==> src/rtl/core/tccd_pkg.sv <==
// ----------------------------------------------------------------------------
// tccd_pkg
// Shared types and constants of the channel command decoder: byte code
// boundaries, event kinds, per-channel state and the event record.
// ----------------------------------------------------------------------------
package tccd_pkg;

    // Channel count default and fixed field widths
    localparam int NUM_CHANNELS_DEF = 3;
    localparam int CHAN_W           = 2;
    localparam int BYTE_W           = 8;
    localparam int KIND_W           = 4;
    localparam int VALUE_W          = 7;
    localparam int SHAPE_W          = 4;
    localparam int AMOUNT_W         = 12;
    localparam int PERIOD_W         = 7;
    localparam int NOTE_W           = 8;

    // Byte code boundaries of the command stream
    localparam logic [BYTE_W-1:0] B_NOTE_MAX    = 8'h5f;
    localparam logic [BYTE_W-1:0] B_REST        = 8'h60;
    localparam logic [BYTE_W-1:0] B_SAMPLE_BASE = 8'h61;
    localparam logic [BYTE_W-1:0] B_SAMPLE_MAX  = 8'h6f;
    localparam logic [BYTE_W-1:0] B_ORN_BASE    = 8'h70;
    localparam logic [BYTE_W-1:0] B_ORN_MAX     = 8'h8f;
    localparam logic [BYTE_W-1:0] B_EMPTY       = 8'h90;
    localparam logic [BYTE_W-1:0] B_VOL_MAX     = 8'h9f;
    localparam logic [BYTE_W-1:0] B_ORN_OFF     = 8'ha0;
    localparam logic [BYTE_W-1:0] B_ENV_BASE    = 8'ha1;
    localparam logic [BYTE_W-1:0] B_ENV_MAX     = 8'hb0;
    localparam logic [BYTE_W-1:0] B_TONE_SHAPE  = 8'ha9;
    localparam logic [BYTE_W-1:0] B_TONE_MAX    = 8'hb7;
    localparam logic [BYTE_W-1:0] B_PERIOD_BASE = 8'hb8;
    localparam logic [BYTE_W-1:0] B_PERIOD_MAX  = 8'hf8;
    localparam logic [BYTE_W-1:0] B_PAD         = 8'hf9;
    localparam logic [BYTE_W-1:0] B_REINIT_ON   = 8'hfb;
    localparam logic [BYTE_W-1:0] B_TONE_HIGH   = 8'hf1;
    localparam logic [NOTE_W-1:0] NOTE_WRAP     = 8'h60;
    localparam logic [NOTE_W-1:0] NOTE_RESET    = 8'd48;

    // Input item kinds
    localparam logic CMD_BYTE    = 1'b0;
    localparam logic CMD_RESTART = 1'b1;

    typedef enum logic [KIND_W-1:0] {
        EV_NOTE      = 4'd0,
        EV_REST      = 4'd1,
        EV_EMPTY     = 4'd2,
        EV_SAMPLE    = 4'd3,
        EV_ORNAMENT  = 4'd4,
        EV_VOLUME    = 4'd5,
        EV_ORN_OFF   = 4'd6,
        EV_ENV_NOTE  = 4'd7,
        EV_ENV_TONE  = 4'd8,
        EV_REINIT    = 4'd9,
        EV_END       = 4'd10
    } event_kind_t;

    typedef struct packed {
        logic [NOTE_W-1:0]   note;
        logic [PERIOD_W-1:0] period;
        logic                pending;
        logic [SHAPE_W-1:0]  shape;
    } chan_state_t;

    localparam chan_state_t CHAN_RESET = '{
        note:    NOTE_RESET,
        period:  '0,
        pending: 1'b0,
        shape:   '0
    };

    typedef struct packed {
        logic [CHAN_W-1:0]   chan;
        event_kind_t         kind;
        logic [VALUE_W-1:0]  value;
        logic                rest;
        logic [SHAPE_W-1:0]  shape;
        logic [AMOUNT_W-1:0] amount;
        logic                done;
        logic [PERIOD_W-1:0] hold;
    } event_t;

endpackage

==> src/rtl/core/tracker_channel_command_decoder_core.sv <==
// ----------------------------------------------------------------------------
// tracker_channel_command_decoder_core
// Turns the command bytes of several pattern channels into note, effect,
// envelope and row events, keeping each channel's running note, row period
// and pending envelope-tone command.
// ----------------------------------------------------------------------------
// One item is taken per clock cycle unless an event in the input register waits
// for a full result register. An item goes through an input register, is
// decoded combinationally against its channel's state, and its event, if any,
// lands in the result register, which drives tvalid on the output. The
// per-channel state is updated in the decode cycle, so items of the same
// channel may follow each other directly. Restart items, period bytes, padding,
// first envelope-tone bytes and bytes of a channel beyond the configured count
// produce no event and leave nothing on the output. The input side keeps
// accepting while a result waits, as long as the waiting result is not blocking
// an event in the input register.
module tracker_channel_command_decoder_core #(
    parameter int NUM_CHANNELS = tccd_pkg::NUM_CHANNELS_DEF
) (
    input  logic        clk,
    input  logic        rst_n,
    input  logic        s_axis_tvalid,
    output logic        s_axis_tready,
    // [1:0] chan, [9:2] data_byte, [15:10] zero
    input  logic [15:0] s_axis_tdata,
    // [0] cmd
    input  logic        s_axis_tuser,
    output logic        m_axis_tvalid,
    input  logic        m_axis_tready,
    // [1:0] chan_out, [8:2] event_value, [9] rest_flag, [13:10] env_shape,
    // [25:14] env_amount, [32:26] hold_rows, [39:33] zero
    output logic [39:0] m_axis_tdata,
    // [3:0] event_kind
    output logic [3:0]  m_axis_tuser,
    // row_done
    output logic        m_axis_tlast
);
    import tccd_pkg::*;

    logic                in_valid_reg;
    logic                in_cmd_reg;
    logic [CHAN_W-1:0]   in_chan_reg;
    logic [BYTE_W-1:0]   in_byte_reg;
    logic                out_valid_reg;
    event_t              out_ev_reg;
    chan_state_t         state_reg [NUM_CHANNELS];

    chan_state_t         state_cur;
    chan_state_t         state_next;
    logic                dec_valid;
    event_t              dec_ev;
    logic                in_range;
    logic                ev_emit;
    logic                out_slot;
    logic                fire;
    logic                in_take;

    // Select the state of the addressed channel
    always_comb
    begin
        state_cur = CHAN_RESET;
        for (int i = 0; i < NUM_CHANNELS; i++)
        begin
            if (int'(in_chan_reg) == i)
            begin
                state_cur = state_reg[i];
            end
        end
    end

    tccd_decode u_decode (
        .cmd        (in_cmd_reg),
        .chan       (in_chan_reg),
        .data_byte  (in_byte_reg),
        .state_cur  (state_cur),
        .state_next (state_next),
        .ev_valid   (dec_valid),
        .ev         (dec_ev)
    );

    // Flow control between input register and result register
    assign in_range      = int'(in_chan_reg) < NUM_CHANNELS;
    assign ev_emit       = dec_valid && in_range;
    assign out_slot      = !out_valid_reg || m_axis_tready;
    assign fire          = in_valid_reg && (!ev_emit || out_slot);
    assign in_take       = s_axis_tvalid && s_axis_tready;
    assign s_axis_tready = !in_valid_reg || fire;

    // Input register control
    always_ff @(posedge clk or negedge rst_n)
    begin
        if (!rst_n)
        begin
            in_valid_reg <= 1'b0;
        end
        else if (s_axis_tready)
        begin
            in_valid_reg <= s_axis_tvalid;
        end
    end

    // Input register payload
    always_ff @(posedge clk)
    begin
        if (in_take)
        begin
            in_cmd_reg  <= s_axis_tuser;
            in_chan_reg <= s_axis_tdata[1:0];
            in_byte_reg <= s_axis_tdata[9:2];
        end
    end

    // Per-channel state: update the addressed channel as its item is decoded
    for (genvar g = 0; g < NUM_CHANNELS; g++)
    begin : g_chan
        always_ff @(posedge clk or negedge rst_n)
        begin
            if (!rst_n)
            begin
                state_reg[g] <= CHAN_RESET;
            end
            else if (fire && in_range && int'(in_chan_reg) == g)
            begin
                state_reg[g] <= state_next;
            end
        end
    end

    // Result register control
    always_ff @(posedge clk or negedge rst_n)
    begin
        if (!rst_n)
        begin
            out_valid_reg <= 1'b0;
        end
        else if (out_slot)
        begin
            out_valid_reg <= fire && ev_emit;
        end
    end

    // Result register payload
    always_ff @(posedge clk)
    begin
        if (out_slot && fire && ev_emit)
        begin
            out_ev_reg <= dec_ev;
        end
    end

    // Pack the result item
    assign m_axis_tvalid = out_valid_reg;
    assign m_axis_tuser  = out_ev_reg.kind;
    assign m_axis_tlast  = out_ev_reg.done;
    assign m_axis_tdata  = {7'b0, out_ev_reg.hold, out_ev_reg.amount, out_ev_reg.shape,
                            out_ev_reg.rest, out_ev_reg.value, out_ev_reg.chan};

    // Row-ending events are exactly note, rest, empty row and end
    a_done_kind: assert property (@(posedge clk) disable iff (!rst_n)
        m_axis_tvalid |-> (m_axis_tlast == (out_ev_reg.kind == EV_NOTE
            || out_ev_reg.kind == EV_REST || out_ev_reg.kind == EV_EMPTY
            || out_ev_reg.kind == EV_END)))
        else $error("row_done does not match event kind");

    // A hold count is only given with a row-ending event
    a_hold_done: assert property (@(posedge clk) disable iff (!rst_n)
        (m_axis_tvalid && !m_axis_tlast) |-> (out_ev_reg.hold == '0))
        else $error("hold_rows set on a non row-ending event");

    // Envelope shape appears only on envelope events
    a_shape_kind: assert property (@(posedge clk) disable iff (!rst_n)
        (m_axis_tvalid && out_ev_reg.shape != '0) |->
            (out_ev_reg.kind == EV_ENV_NOTE || out_ev_reg.kind == EV_ENV_TONE))
        else $error("env_shape set on a non-envelope event");

    // A new result is loaded only from a decoded item
    a_load_src: assert property (@(posedge clk) disable iff (!rst_n)
        $rose(out_valid_reg) |-> $past(in_valid_reg))
        else $error("result appeared without a decoded item");

endmodule

==> src/rtl/core/tccd_decode.sv <==
// ----------------------------------------------------------------------------
// tccd_decode
// Combinational decode of one command byte against the state of its channel:
// gives at most one event and the channel's next state.
// ----------------------------------------------------------------------------
module tccd_decode (
    input  logic                          cmd,
    input  logic [tccd_pkg::CHAN_W-1:0]   chan,
    input  logic [tccd_pkg::BYTE_W-1:0]   data_byte,
    input  tccd_pkg::chan_state_t         state_cur,
    output tccd_pkg::chan_state_t         state_next,
    output logic                          ev_valid,
    output tccd_pkg::event_t              ev
);
    import tccd_pkg::*;

    logic [NOTE_W-1:0]  note_sub;
    logic [NOTE_W-1:0]  note_wrap;
    logic [NOTE_W-1:0]  note_new;
    logic [BYTE_W-1:0]  env_p;
    logic [AMOUNT_W-1:0] tone_amt;

    // Note arithmetic: subtract, wrap by 96 when it would go below zero
    assign note_sub  = state_cur.note - data_byte;
    assign note_wrap = state_cur.note + NOTE_WRAP - data_byte;
    assign note_new  = (state_cur.note >= data_byte) ? note_sub : note_wrap;

    // Operands of the envelope commands
    assign env_p    = data_byte - B_ENV_BASE;
    assign tone_amt = (data_byte >= B_TONE_HIGH) ? {data_byte[3:0], 8'h00}
                                                 : {4'h0, data_byte};

    // Decode the byte
    always_comb
    begin
        state_next = state_cur;
        ev_valid   = 1'b1;
        ev         = '0;
        ev.chan    = chan;
        ev.kind    = EV_NOTE;

        priority if (cmd == CMD_RESTART)
        begin
            state_next = CHAN_RESET;
            ev_valid   = 1'b0;
        end
        else if (state_cur.pending)
        begin
            state_next.pending = 1'b0;
            ev.kind            = EV_ENV_TONE;
            ev.shape           = state_cur.shape;
            ev.amount          = tone_amt;
        end
        else if (data_byte <= B_NOTE_MAX)
        begin
            state_next.note = note_new;
            ev.kind         = EV_NOTE;
            ev.value        = note_new[VALUE_W-1:0];
            ev.rest         = note_new[NOTE_W-1];
            ev.done         = 1'b1;
        end
        else if (data_byte == B_REST)
        begin
            ev.kind = EV_REST;
            ev.done = 1'b1;
        end
        else if (data_byte <= B_SAMPLE_MAX)
        begin
            ev.kind  = EV_SAMPLE;
            ev.value = VALUE_W'(data_byte - B_SAMPLE_BASE);
        end
        else if (data_byte <= B_ORN_MAX)
        begin
            ev.kind  = EV_ORNAMENT;
            ev.value = VALUE_W'(data_byte - B_ORN_BASE);
        end
        else if (data_byte == B_EMPTY)
        begin
            ev.kind = EV_EMPTY;
            ev.done = 1'b1;
        end
        else if (data_byte <= B_VOL_MAX)
        begin
            ev.kind  = EV_VOLUME;
            ev.value = VALUE_W'(data_byte - B_EMPTY);
        end
        else if (data_byte == B_ORN_OFF)
        begin
            ev.kind = EV_ORN_OFF;
        end
        else if (data_byte <= B_ENV_MAX)
        begin
            ev.kind   = EV_ENV_NOTE;
            ev.shape  = {1'b1, env_p[1:0], 1'b0};
            ev.amount = AMOUNT_W'(env_p[3:2]) * AMOUNT_W'(12);
        end
        else if (data_byte <= B_TONE_MAX)
        begin
            // First envelope-tone byte: keep the shape, wait for the operand
            state_next.shape   = SHAPE_W'(data_byte - B_TONE_SHAPE);
            state_next.pending = 1'b1;
            ev_valid           = 1'b0;
        end
        else if (data_byte <= B_PERIOD_MAX)
        begin
            state_next.period = PERIOD_W'(data_byte - B_PERIOD_BASE);
            ev_valid          = 1'b0;
        end
        else if (data_byte == B_PAD)
        begin
            ev_valid = 1'b0;
        end
        else if (data_byte <= B_REINIT_ON)
        begin
            ev.kind  = EV_REINIT;
            ev.value = VALUE_W'(data_byte == B_REINIT_ON);
        end
        else
        begin
            ev.kind = EV_END;
            ev.done = 1'b1;
        end

        // Row-ending events carry the period in force
        ev.hold = ev.done ? state_cur.period : '0;
    end

endmodule
==> config.mk <==
export PLATFORM = sky130hd
export DESIGN_NAME = tracker_channel_command_decoder_core
export DESIGN_NICKNAME = d
export VERILOG_FILES = /design/src/rtl/core/tccd_pkg.sv /design/src/rtl/core/tracker_channel_command_decoder_core.sv /design/src/rtl/core/tccd_decode.sv
export SDC_FILE = /design/constraint.sdc
export NUM_CORES = 1
export LEC_CHECK = 0
export BUFFER_PORTS_ARGS = -buffer_cell sky130_fd_sc_hd__buf_2
export CAP_MARGIN = 20
export CORE_ASPECT_RATIO = 0.7
export CORE_UTILIZATION = 55
export DETAILED_ROUTE_END_ITERATION = 6
export GPL_ROUTABILITY_DRIVEN = 0
export PLACE_DENSITY_LB_ADDON = 0.15
export SETUP_SLACK_MARGIN = 0.2
export SYNTH_ARGS = -nofsm -noshare
export SYNTH_HDL_FRONTEND = slang
export SYNTH_SLANG_ARGS = --single-unit
export TNS_END_PERCENT = 100
==> constraint.sdc <==
create_clock -name clk -period 11.6 [get_ports clk]
set_input_delay 2.9 -clock clk [delete_from_list [all_inputs] [get_ports clk]]
set_output_delay 2.9 -clock clk [all_outputs]
set_load 0.02 [all_outputs]
[After elaboration in Yosys (flattened, before gate mapping)]
Index checks and enable logic that the tools add are counted.
Operators by class
  $lt $le $gt $ge: 11
  reduce and logical (&&, ||, !) cells: 22
  bitwise gates (word level): 1
  multiply operators: 1
  equal/unequal tests: 7
  add/sub/neg operators: 9
  mux-type cells: 76
Operators with widths (count)
  11-bit 2-to-1 mux: 12
  12-bit 2-to-1 mux: 9
  16-bit 2-to-1 mux: 5
  20-bit 2-to-1 mux: 4
  17-bit 2-to-1 mux: 4
  8-bit <= comparator, second input constant: 6
  7-bit 2-to-1 mux: 6
  8-bit == test, second input constant: 4
  1-bit 2-to-1 mux: 25
  4-bit 2-to-1 mux: 6
  8-bit by 7-bit <= comparator with 1-bit output, second input constant: 2
  8-bit 2-to-1 mux: 2
  8-bit subtractor: 2
  15-bit 2-to-1 mux: 1
  7-bit subtractor, second input constant: 2
  1-bit logical AND: 10
  8-bit by 7-bit adder with 8-bit output, second input constant: 1
  8-bit by 7-bit == test with 1-bit output, second input constant: 1
  8-bit greater-or-equal comparator: 1
  8-bit greater-or-equal comparator, second input constant: 1
  7-bit by 5-bit subtractor with 7-bit output, second input constant: 1
  7-bit by 6-bit subtractor with 7-bit output, second input constant: 1
  3-bit OR reduction: 2
  5-bit 2-to-1 mux: 1
  other kinds (13): 18
Word-level totals
  register bits: 111
  output and inout bits: 47
  word-level logic and storage cells: 155

[Depth between registers and ports, before layout]
Gate-level depths: netlist of run 1.
  word-level depth: 20
  gate-level depth with buffers: 16
  mapped depth without buffers: 14

[Modules after synthesis]
Synthesis of run 1 repeated with hierarchy kept, for this count alone.
Unflattened totals
  cells, all modules: 578
  area, all modules: 6461.2 µm²
Modules (own cells, without submodules)
  tracker_channel_command_decoder_core: area each 4381.7 µm², times used 1, cells an instance 268
  tccd_decode: area each 2079.5 µm², times used 1, cells an instance 310

[Least setup slack after synthesis of run 1]
Ideal clock, no wire load.
  path kind: input -> output
  start: in m_axis_tready
  end: out s_axis_tready
  buffers on the path: 0
  arrival time: 3.416 ns
  stages on the path: 2
  slack: 5.284 ns
  data required time: 8.700 ns
  cells stage by stage: nand2b_1 -> or2_2
On the way
  word-level cells in the longest chain between the ends: 4
RTL lines
  from (decl): RTL line tracker_channel_command_decoder_core.sv:29  | input logic m_axis_tready,
  1-bit logical OR: RTL line tracker_channel_command_decoder_core.sv:84  | assign out_slot = !out_valid_reg || m_axis_tready;
  1-bit logical OR: RTL line tracker_channel_command_decoder_core.sv:85  | assign fire = in_valid_reg && (!ev_emit || out_slot);
  1-bit logical AND: RTL line tracker_channel_command_decoder_core.sv:85
  1-bit logical OR: RTL line tracker_channel_command_decoder_core.sv:87  | assign s_axis_tready = !in_valid_reg || fire;
  to (decl): RTL line tracker_channel_command_decoder_core.sv:23  | output logic s_axis_tready,
No other way between the ends.

[Final worst setup path of run 1]
  start: reg in_byte_reg[0]
  end: out s_axis_tready
On the way
  word-level cells in the longest chain between the ends: 19
  elaborated cells on any way between the ends: 29
RTL lines
  from (decl): RTL line tracker_channel_command_decoder_core.sv:43  | logic [BYTE_W-1:0] in_byte_reg;
  from (signal assigned): RTL line tracker_channel_command_decoder_core.sv:109  | in_byte_reg <= s_axis_tdata[9:2];
  parallel branches: the longest is 11 deep, another holds 8-bit <= comparator
  1-bit 2-to-1 mux (*): RTL line tccd_decode.sv:54  | else if (data_byte <= B_NOTE_MAX)
  1-bit 2-to-1 mux (*): RTL line tccd_decode.sv:47  | else if (state_cur.pending)
  1-bit 2-to-1 mux (*): RTL line tccd_decode.sv:42  | priority if (cmd == CMD_RESTART)
  1-bit logical AND (*): RTL line tracker_channel_command_decoder_core.sv:83  | assign ev_emit = dec_valid && in_range;
  1-bit logical NOT (*): RTL line tracker_channel_command_decoder_core.sv:85
  1-bit logical OR (*): RTL line tracker_channel_command_decoder_core.sv:85
  1-bit logical AND (*): RTL line tracker_channel_command_decoder_core.sv:85
  1-bit logical OR (*): RTL line tracker_channel_command_decoder_core.sv:87
Mark *: on every way between the ends.

==> key figures, run 1 <==
Synthesis
  • Seq/Total Area, Yosys: 0.4679
  • Mean Syn Cell Area: 11.00 um^2
  • Yosys warns: 0
  • Synthesized cell area: 0.006476 mm^2
  • Yosys top cell area share: 0.2272
  • Top cells by area, synth: edfxtp_1 (23%), dfrtp_1 (22%), mux2_2 (10%)
  • Mapped Cells: 589
  • Post-synth EDFFs: 49
  • Yosys cell types: 69
  • Cell taking the most area after synthesis: edfxtp_1
  • FFs w/ async S/R, synth: 0.5586
  • Yosys reg bits: 111
  • Ys flop type: dfrtp_1

Critical path
  • Worst setup SP type: flop
  • Data required, critical path: 8.70 ns
  • Crit-path max FO: 12
  • Critical path capture point type: primary output
  • Critical path's slowest cell: edfxtp_1
  • CP top delay family: simple AND/OR/NAND/NOR gates
  • WP buf/inv: 2
  • CP max stage delay: 0.67 ns
  • Crit path DAT: 3.83 ns
  • Worst path cell trace: inv_1, ha_1, nor2b_1, a311o_1, or4_4, o31ai_1, or2_2, buf_2
  • Crit Path Class: reg2out

Min path
  • Hold/Removal Path Class: reg2reg

Power
  • P per Cell Area: 157.3 mW/mm^2
  • Peak supply drop: 0.0001009 V
  • Total Power: 1129 uW
  • Pleak: 0.003142 uW

Cells and area
  • Fillers: 896
  • Most common cell after layout, fill and taps aside: mux2_2
  • Fin area: 0.007178 mm^2
  • Final #Nets: 687
  • Commonest non-fill, non-tap cells in the layout: mux2_2 (58), dfrtp_1 (56), buf_2 (54)
  • Max reg flops: 60
  • Final std cells w/o fill: 789
  • N_diodes: 0
  • Area Growth Syn to Fin: 10.84%
  • Fraction of layout cells with a size suffix above 1: 0.2484

Timing
  • Fin. Hold Viols: 0
  • Unrepaired setup endpoints after global routing: false
  • Crit path time final: 6.731 ns
  • Final worst-path cycle share: 0.5803
  • Final Max Slew Viols: 0
  • Worst slew margin: 0.3359
  • Final setup fails: 0
  • Final WS setup: 4.869 ns
  • Setup TNS: 0 ns
  • F_max: 148.6 MHz
  • Worst Skew: 0.009959 ns
  • Worst-margin pin slew: 0.9962 ns

GRT
  • First-pass GRT wire length: 24830 um
  • Remaining global-route overflow: 0
  • GRT Total Usage: 0.2655
  • Largest net degree at the start of global routing: 63
  • Vias in the first global route: 4759
  • Initial antenna violation count: 0

Flow run
  • Max-cap viol count: 0

Die
  • Starting Density: 0.5756
  • Die Ht: 92.79 um
  • Area of the core: 0.01125 mm^2
  • Row count: 32
  • Die X-Extent: 131.7 um
  • Die area: 0.01222 mm^2
  • Number of I/O pins: 68

Placed design
  • Placed inst area: 0.006830 mm^2
  • IO Port Bufs: 54
  • Pre-CTS WS: 5.026 ns
  • Dpl hpwl: 11000 um
  • Placed cell count: 772

Clock network
  • Setup Buffers After CTS: 0
  • CTS tree: yes
  • Htree depth: 3
  • CTS root buffer: clkbuf_16
  • Worst-Skew Late Latency: 0.35 ns
  • Clock sinks: 111
  • Clock transition at path regs: 0.07 ns
  • Cts bufs inserted: 9
  • Cts hold-fix bufs: 0
  • Resize count post-CTS: 0
  • Clk buf depth: 2

Route
  • Top layer used by detailed routing: met4
  • DR iter-0 viols: 589
  • Final ANT Viol Nets: 0
  • WL final: 15610 um
  • Met3 WL: 1281 um
  • 1st-pass router iterations: 5
  • Vias post-DR: 4904
  • Drt via density: 6.215
  • Wire per inst: 19.78 um
  • M1 WL: 6773 um
  • Metal2 WL: 7338 um
  • DRC viols: 0

Status
  • Status: finished clean
## power by group
| group | total, uW | switching, uW | internal, uW |
|---|---|---|---|
| registers | 481 | 23.6 | 458 |
| logic | 309 | 186 | 122 |
| clock network | 339 | 147 | 192 |
| total | 1130 | 357 | 772 |
## synth_stat cells, drive strengths merged, types with 4 or more instances
master  instances
o21ai          19
and3            5
a21oi          39
and2            7
dfstp           6
clkbuf         12
a211oi         13
nor3b           4
ha             29
or2             4
or3             6
edfxtp         49
mux2           60
nand3           9
nand2          22
buf            23
a22o            4
o21a            4
mux2i          22
inv            28
o211ai          6
o22ai          12
fa              6
xnor2           8
nor4            9
nor2b           8
a31o            4
nor2           47
nor3           14
dfrtp          56
nand2b          6
## cell families (layout without fill, tap and decap cells)
group / count (synthesis) / after routing / share of synthesized area
buffers and inverters: 64 / 105 / 0.04385
XOR/XNOR: 11 / 11 / 0.01488
adder cells (fa/ha/maj): 35 / 35 / 0.07458
AO/OA/AOI/OAI: 131 / 131 / 0.1352
flip-flops: 111 / 111 / 0.4679
other: 1 / 7 / 0.0005790
multiplexers: 82 / 82 / 0.1389
AND/OR/NAND/NOR: 154 / 154 / 0.1240
## per-stage QoR
stage	util	hold slack [ns]
after global routing	0.6380	0.5202
after detailed placement	0.6071	0.4930
after CTS	0.6362	0.5091
after floorplan	-	0.4206
final	0.6380	0.5063
after global placement	0.6071	0.4773
## routing by layer
| layer | GRT usage | up-vias |
|---|---|---|
| met5 | 0 | - |
| met4 | 0.07364 | 0 |
| met3 | 0.05747 | 23 |
| met2 | 0.4339 | 230 |
| met1 | 0.3583 | 2415 |
| li1 | - | 2236 |
## worst paths after layout
kind                           startpoint            end  slack (ns)  cells after the start
min reg2reg                 state_reg[44]  state_reg[44]        0.51                      1
max in group asynchronous           rst_n  state_reg[30]        8.37                      2
max reg2reg                in_chan_reg[0]  state_reg[56]        7.21                     12
min                         state_reg[44]  state_reg[44]        0.51                      1
max                        in_byte_reg[0]  s_axis_tready        4.87                      8
min in group asynchronous           rst_n  state_reg[45]        2.69                      2
## final cells by class
type                    count  area (um^2)  area share
multi-input cells         420         3192      0.4447
well taps                 153        191.4     0.02667
flip-flops and latches    111         3030      0.4222
repair buffers             60        327.8     0.04567
clock inverters             7        102.6     0.01429
clock buffers               9        225.2     0.03138
inverters                  29        108.9     0.01516
No activity file was read; power rests on OpenSTA's default activity.
==> run 2: changes to the inputs <==
CORE_UTILIZATION = 54   (was 55)
clock period = 5.7 ns   (was 11.6 ns; I/O delays follow)
==> run 2 against run 1 <==
Net effect:
- clock power up 81%
- largest cell class unchanged
- register-to-register slack got worse by 6.1 ns
- via count shrank 1.8%
- worst setup slack got worse by 4.2 ns
- critical path type unchanged
- power up 96%
- critical path depth unchanged
==> key figures, run 2 (same netlist as run 1, synthesis figures left out) <==
Critical path
  • R2r setup slk: 1.07 ns
  • CP max stage delay: 0.64 ns
  • R2R cell count: 10
  • Crit path DAT: 3.60 ns
  • CP endpoint: s_axis_tready
  • Critical path capture point type: primary output
  • Data required, critical path: 4.28 ns
  • Crit-path max FO: 12
  • Crit Path Class: reg2out
  • Critical path's slowest cell: or4_4
  • Worst path cell trace: inv_1, ha_1, nor2b_1, a311o_1, or4_4, o31ai_1, or2_2, buf_2
  • Worst R2R Start: in_chan_reg[0]
  • Worst setup SP type: flop
  • Critical path origin: in_byte_reg[4]
  • R2R Path End: state_reg[16]

Clock network
  • CTS root buffer: clkbuf_16
  • Setup Buffers After CTS: 0
  • Htree depth: 3
  • CTS tree: yes
  • Clk buf depth: 2
  • Clock transition at path regs: 0.08 ns
  • Clock sinks: 111
  • Resize count post-CTS: 0
  • Worst-Skew Late Latency: 0.36 ns
  • Cts hold-fix bufs: 0
  • Cts bufs inserted: 9

GRT
  • GRT Total Usage: 0.2601
  • Vias in the first global route: 4645
  • Remaining global-route overflow: 0
  • First-pass GRT wire length: 24380 um
  • Largest net degree at the start of global routing: 63
  • Initial antenna violation count: 0

Cells and area
  • Final std cells w/o fill: 798
  • Commonest non-fill, non-tap cells in the layout: mux2_2 (58), dfrtp_1 (56), buf_2 (54)
  • Fin area: 0.007186 mm^2
  • Most common cell after layout, fill and taps aside: mux2_2
  • Area of the multi-input gates: 0.003192 mm^2
  • Fillers: 952
  • Max reg flops: 60
  • Register Area: 0.003030 mm^2
  • N_diodes: 0
  • Final #Nets: 692
  • Area Growth Syn to Fin: 10.95%
  • Share of the core filled with cells: 0.6149
  • Fraction of layout cells with a size suffix above 1: 0.2543

Die
  • Starting Density: 0.5542
  • Row count: 33
  • Die area: 0.01244 mm^2
  • Area of the core: 0.01169 mm^2
  • Number of I/O pins: 68
  • Die Ht: 93.63 um
  • Die X-Extent: 132.9 um

Timing
  • F_max: 199.2 MHz
  • Crit path time final: 5.020 ns
  • Final Max Slew Viols: 0
  • Setup TNS: 0 ns
  • Worst-margin pin slew: 0.9889 ns
  • Worst Skew: 0.01019 ns
  • Final setup fails: 0
  • Fin. Hold Viols: 0
  • Final worst-path cycle share: 0.8808
  • Worst slew margin: 0.3407
  • Unrepaired setup endpoints after global routing: false
  • WHS: 0.5071 ns

Placed design
  • Dpl hpwl: 10770 um
  • Placed cell count: 781
  • Placed inst area: 0.006873 mm^2
  • IO Port Bufs: 54

Route
  • 1st-pass router iterations: 5
  • DR iter-0 viols: 383
  • Wire per inst: 18.98 um
  • DRC viols: 0
  • Vias post-DR: 4814
  • WL final: 15140 um
  • Drt via density: 6.033
  • Final ANT Viol Nets: 0

Power
  • Peak supply drop: 0.0001608 V
  • Pleak: 0.003145 uW
  • P per Cell Area: 307.7 mW/mm^2

Status
  • Status: finished clean

Min path
  • Hold/Removal Path Class: reg2reg

Flow run
  • Max-cap viol count: 0
==> run 2: cell count changes in the layout (fill, tap and decap cells not counted), sizes merged <==
cell / previous run / this run
bufinv: 2 / 0
buf: 60 / 65
clkinv: 3 / 5
inv: 31 / 30
clkinvlp: 0 / 1
==> run 2: layout make-up <==
cell class | instances | area share
multi-input cells | 420 | 0.4442
flip-flops and latches | 111 | 0.4217
repair buffers | 65 | 0.05084
clock buffers | 9 | 0.03134
well taps | 157 | 0.02734
inverters | 29 | 0.01515
clock inverters | 7 | 0.009403
==> run 2: metal layers <==
metal | global-route usage | share of wire | vias to the layer above
met3 | 0.06070 | 0.070 | 28
met4 | 0.09195 | 0.019 | 0
met5 | 0 | 0 | -
met1 | 0.3605 | 0.46 | 2327
met2 | 0.4005 | 0.45 | 207
li1 | - | - | 2252
==> run 2: how the worst min path moves through the flow <==
stage | startpoint | to | slack (ns) | depth (start not counted)
after floorplan | in_chan_reg[0] | m_axis_tdata[0] | 0.42 | 0
after global placement | state_reg[14] | state_reg[14] | 0.48 | 1
after detailed placement | state_reg[13] | state_reg[13] | 0.49 | 1
after CTS | state_reg[44] | state_reg[44] | 0.51 | 1
after global routing | state_reg[18] | state_reg[18] | 0.52 | 1
final | state_reg[31] | state_reg[31] | 0.51 | 1
==> run 2: per-stage QoR <==
step                total power [uW]  worst slack [ns]
floorplan                       1436             1.475
global placement                1584             1.149
detailed placement              1603             1.100
CTS                             2211            0.7153
global route                    2327            0.5114
finish                          2211            0.6797
==> run 2: critical path, delay by kind of cell (launching register included) <==
family	cells	cell delay (ns)
buf+inv	2	0.39
fa+ha+maj	1	0.29
simple gates	3	1.02
compound gates	2	1.00
flops	1	0.55
==> run 2: where the power goes <==
part / switching, uW / internal (uW)
Sequential: 41.6 / 931
Clock: 307 / 306
Combinational: 374 / 251
==> run 3: changes to the inputs <==
CTS_CLUSTER_DIAMETER = 30   (was unset)
CTS_CLUSTER_SIZE = 28   (was unset)
SYNTH_HIERARCHICAL = 1   (was unset)
==> run 3 against run 2 <==
Net effect:
- final area shrank 1.2%
- synthesized area shrank 0.23%
- non-clock buffer count shrank 3
- wire length shrank 0.59%
- via count shrank 3.4%
- fmax grew 2.7%
- first-iteration DRC count grew 31%
- sequential power is essentially flat
- combinational power shrank 15%
- clock power shrank 3.8%
- final cell count shrank 1.6%
- sequential cell count is the same
- largest power group unchanged
==> key figures, run 3 <==
Timing
  • Setup TNS: 0 ns
  • Final Max Slew Viols: 0
  • Final worst-path cycle share: 0.8577
  • Worst-margin pin slew: 1.027 ns
  • Worst slew margin: 0.3120
  • Crit path time final: 4.889 ns
  • Final setup fails: 0
  • Worst Skew: 0.007478 ns
  • F_max: 204.5 MHz
  • Fin. Hold Viols: 0
  • Unrepaired setup endpoints after global routing: false

Cells and area
  • Fillers: 963
  • Max reg flops: 60
  • Most common cell after layout, fill and taps aside: dfrtp_1
  • Fraction of layout cells with a size suffix above 1: 0.2436
  • Commonest non-fill, non-tap cells in the layout: dfrtp_1 (56), buf_2 (54), nand2_1 (51)
  • Final #Nets: 678
  • Area Growth Syn to Fin: 9.837%
  • Share of the core filled with cells: 0.6073
  • N_diodes: 0

Clock network
  • Cts bufs inserted: 9
  • CTS root buffer: clkbuf_16
  • Clk buf depth: 2
  • Resize count post-CTS: 0
  • Cts hold-fix bufs: 0
  • Clock sinks: 111
  • Worst-Skew Late Latency: 0.35 ns
  • Setup Buffers After CTS: 0
  • Clock transition at path regs: 0.07 ns
  • CTS tree: yes
  • Htree depth: 3

Route
  • Vias post-DR: 4649
  • 1st-pass router iterations: 5
  • DRC viols: 0
  • Wire per inst: 19.18 um
  • Drt via density: 5.922
  • Final ANT Viol Nets: 0
  • WL final: 15060 um
  • DR iter-0 viols: 501

Critical path
  • Crit Path Class: reg2out
  • Data required, critical path: 4.28 ns
  • Crit-path max FO: 15
  • Worst path cell trace: buf_4, mux2i_1, o21ai_0, inv_1, o2111ai_1, nor4_2, a21oi_1, nand4_1, buf_2
  • Crit path DAT: 3.46 ns
  • Worst setup SP type: flop
  • Critical path capture point type: primary output
  • Critical path's slowest cell: edfxtp_1
  • CP max stage delay: 0.68 ns

Synthesis
  • Cell taking the most area after synthesis: edfxtp_1
  • Synthesized cell area: 0.006461 mm^2
  • Mean Syn Cell Area: 11.18 um^2
  • Cell with the most instances after synthesis: dfrtp_1
  • Commonest cells in the netlist: dfrtp_1 (56), nand2_1 (51), edfxtp_1 (49)
  • Seq/Total Area, Yosys: 0.4690
  • Post-synth EDFFs: 49
  • Yosys warns: 6
  • Mapped Cells: 578
  • Yosys top cell area share: 0.2277
  • FFs w/ async S/R, synth: 0.5586
  • Yosys reg bits: 111
  • Ys flop type: dfrtp_1
  • Top cells by area, synth: edfxtp_1 (23%), dfrtp_1 (22%), mux2_2 (7.3%)
  • Yosys cell types: 59

GRT
  • GRT Total Usage: 0.2532
  • Initial antenna violation count: 0
  • Largest net degree at the start of global routing: 63
  • Vias in the first global route: 4391
  • First-pass GRT wire length: 23640 um
  • Remaining global-route overflow: 0

Min path
  • Hold/Removal Path Class: reg2reg

Power
  • Peak supply drop: 0.0001596 V
  • Pleak: 0.003215 uW
  • Total Power: 2093 uW
  • P per Cell Area: 294.9 mW/mm^2

Status
  • Status: finished clean

Die
  • Row count: 33
  • Area of the core: 0.01169 mm^2
  • Die X-Extent: 132.7 um
  • Die area: 0.01241 mm^2
  • Starting Density: 0.5530
  • Number of I/O pins: 68
  • Die Ht: 93.52 um

Placed design
  • IO Port Bufs: 54
  • Dpl hpwl: 10400 um

Flow run
  • Max-cap viol count: 0
==> run 3: critical path: cells and delay by family, from the launching register on <==
kind	cells	cell delay, ns
AOI/OAI and AO/OA	3	0.63
muxes	1	0.21
and+or+nand+nor	2	0.73
DFF	1	0.68
buffers and inverters	3	0.86
==> run 3: stage by stage <==
stage / setup WS (ns) / cell area [um^2] / hold WS (ns) / std cells
after detailed placement: 1.205 / 6805 / 0.4952 / 768
after CTS: 0.8710 / 7077 / 0.5111 / 784
after global routing: 0.6790 / 7097 / 0.5226 / 785
after global placement: 1.290 / 6805 / 0.4886 / 768
after floorplan: 1.702 / 6484 / 0.4805 / 584
final: 0.8109 / 7097 / 0.5107 / 785
==> run 3: worst paths after layout <==
path | to | depth (start not counted) | slack, ns | startpoint
max | s_axis_tready | 9 | 0.81 | in_chan_reg[1]
min | state_reg[31] | 1 | 0.51 | state_reg[31]
max reg2reg | state_reg[57] | 14 | 1.09 | in_chan_reg[1]
min reg2reg | state_reg[31] | 1 | 0.51 | state_reg[31]
max in group asynchronous | state_reg[6] | 2 | 3.93 | rst_n
min in group asynchronous | state_reg[0] | 2 | 1.23 | rst_n
==> run 3: routing by layer <==
metal	vias to the layer above	global-route usage	wire length (um)
met5	-	0	0
met4	0	0.06322	194
met3	25	0.05095	1147
met2	222	0.3816	6572
met1	2272	0.3728	7141
li1	2130	-	-
==> run 3: cell families (layout without fill, tap and decap cells) <==
kind of cell | count (synthesis) | after routing | synth area share
flops | 111 | 111 | 0.4690
fa+ha+maj | 34 | 34 | 0.07281
xor+xnor | 16 | 16 | 0.02169
compound gates | 105 | 105 | 0.09993
other cells | 1 | 7 | 0.0005804
buf+inv | 67 | 111 | 0.05170
simple gates | 153 | 153 | 0.1189
mux | 91 | 91 | 0.1654
==> run 3: area by class of cell <==
| type | instances | area, um^2 | area share |
|---|---|---|---|
| clock buffer | 10 | 229.0 | 0.03226 |
| clock inverter | 6 | 42.54 | 0.005994 |
| inverter | 33 | 123.9 | 0.01745 |
| multi-input combinational | 406 | 3132 | 0.4413 |
| sequential | 111 | 3030 | 0.4270 |
| tap | 157 | 196.4 | 0.02768 |
| timing repair buffer | 62 | 342.8 | 0.04831 |
==> run 3: where the power goes <==
part	switching (uW)	internal [uW]	leakage [uW]
logic	316	217	0.00179
registers	47.5	923	0.00130
clock network	290	300	0.000133
total	653	1440	0.00322
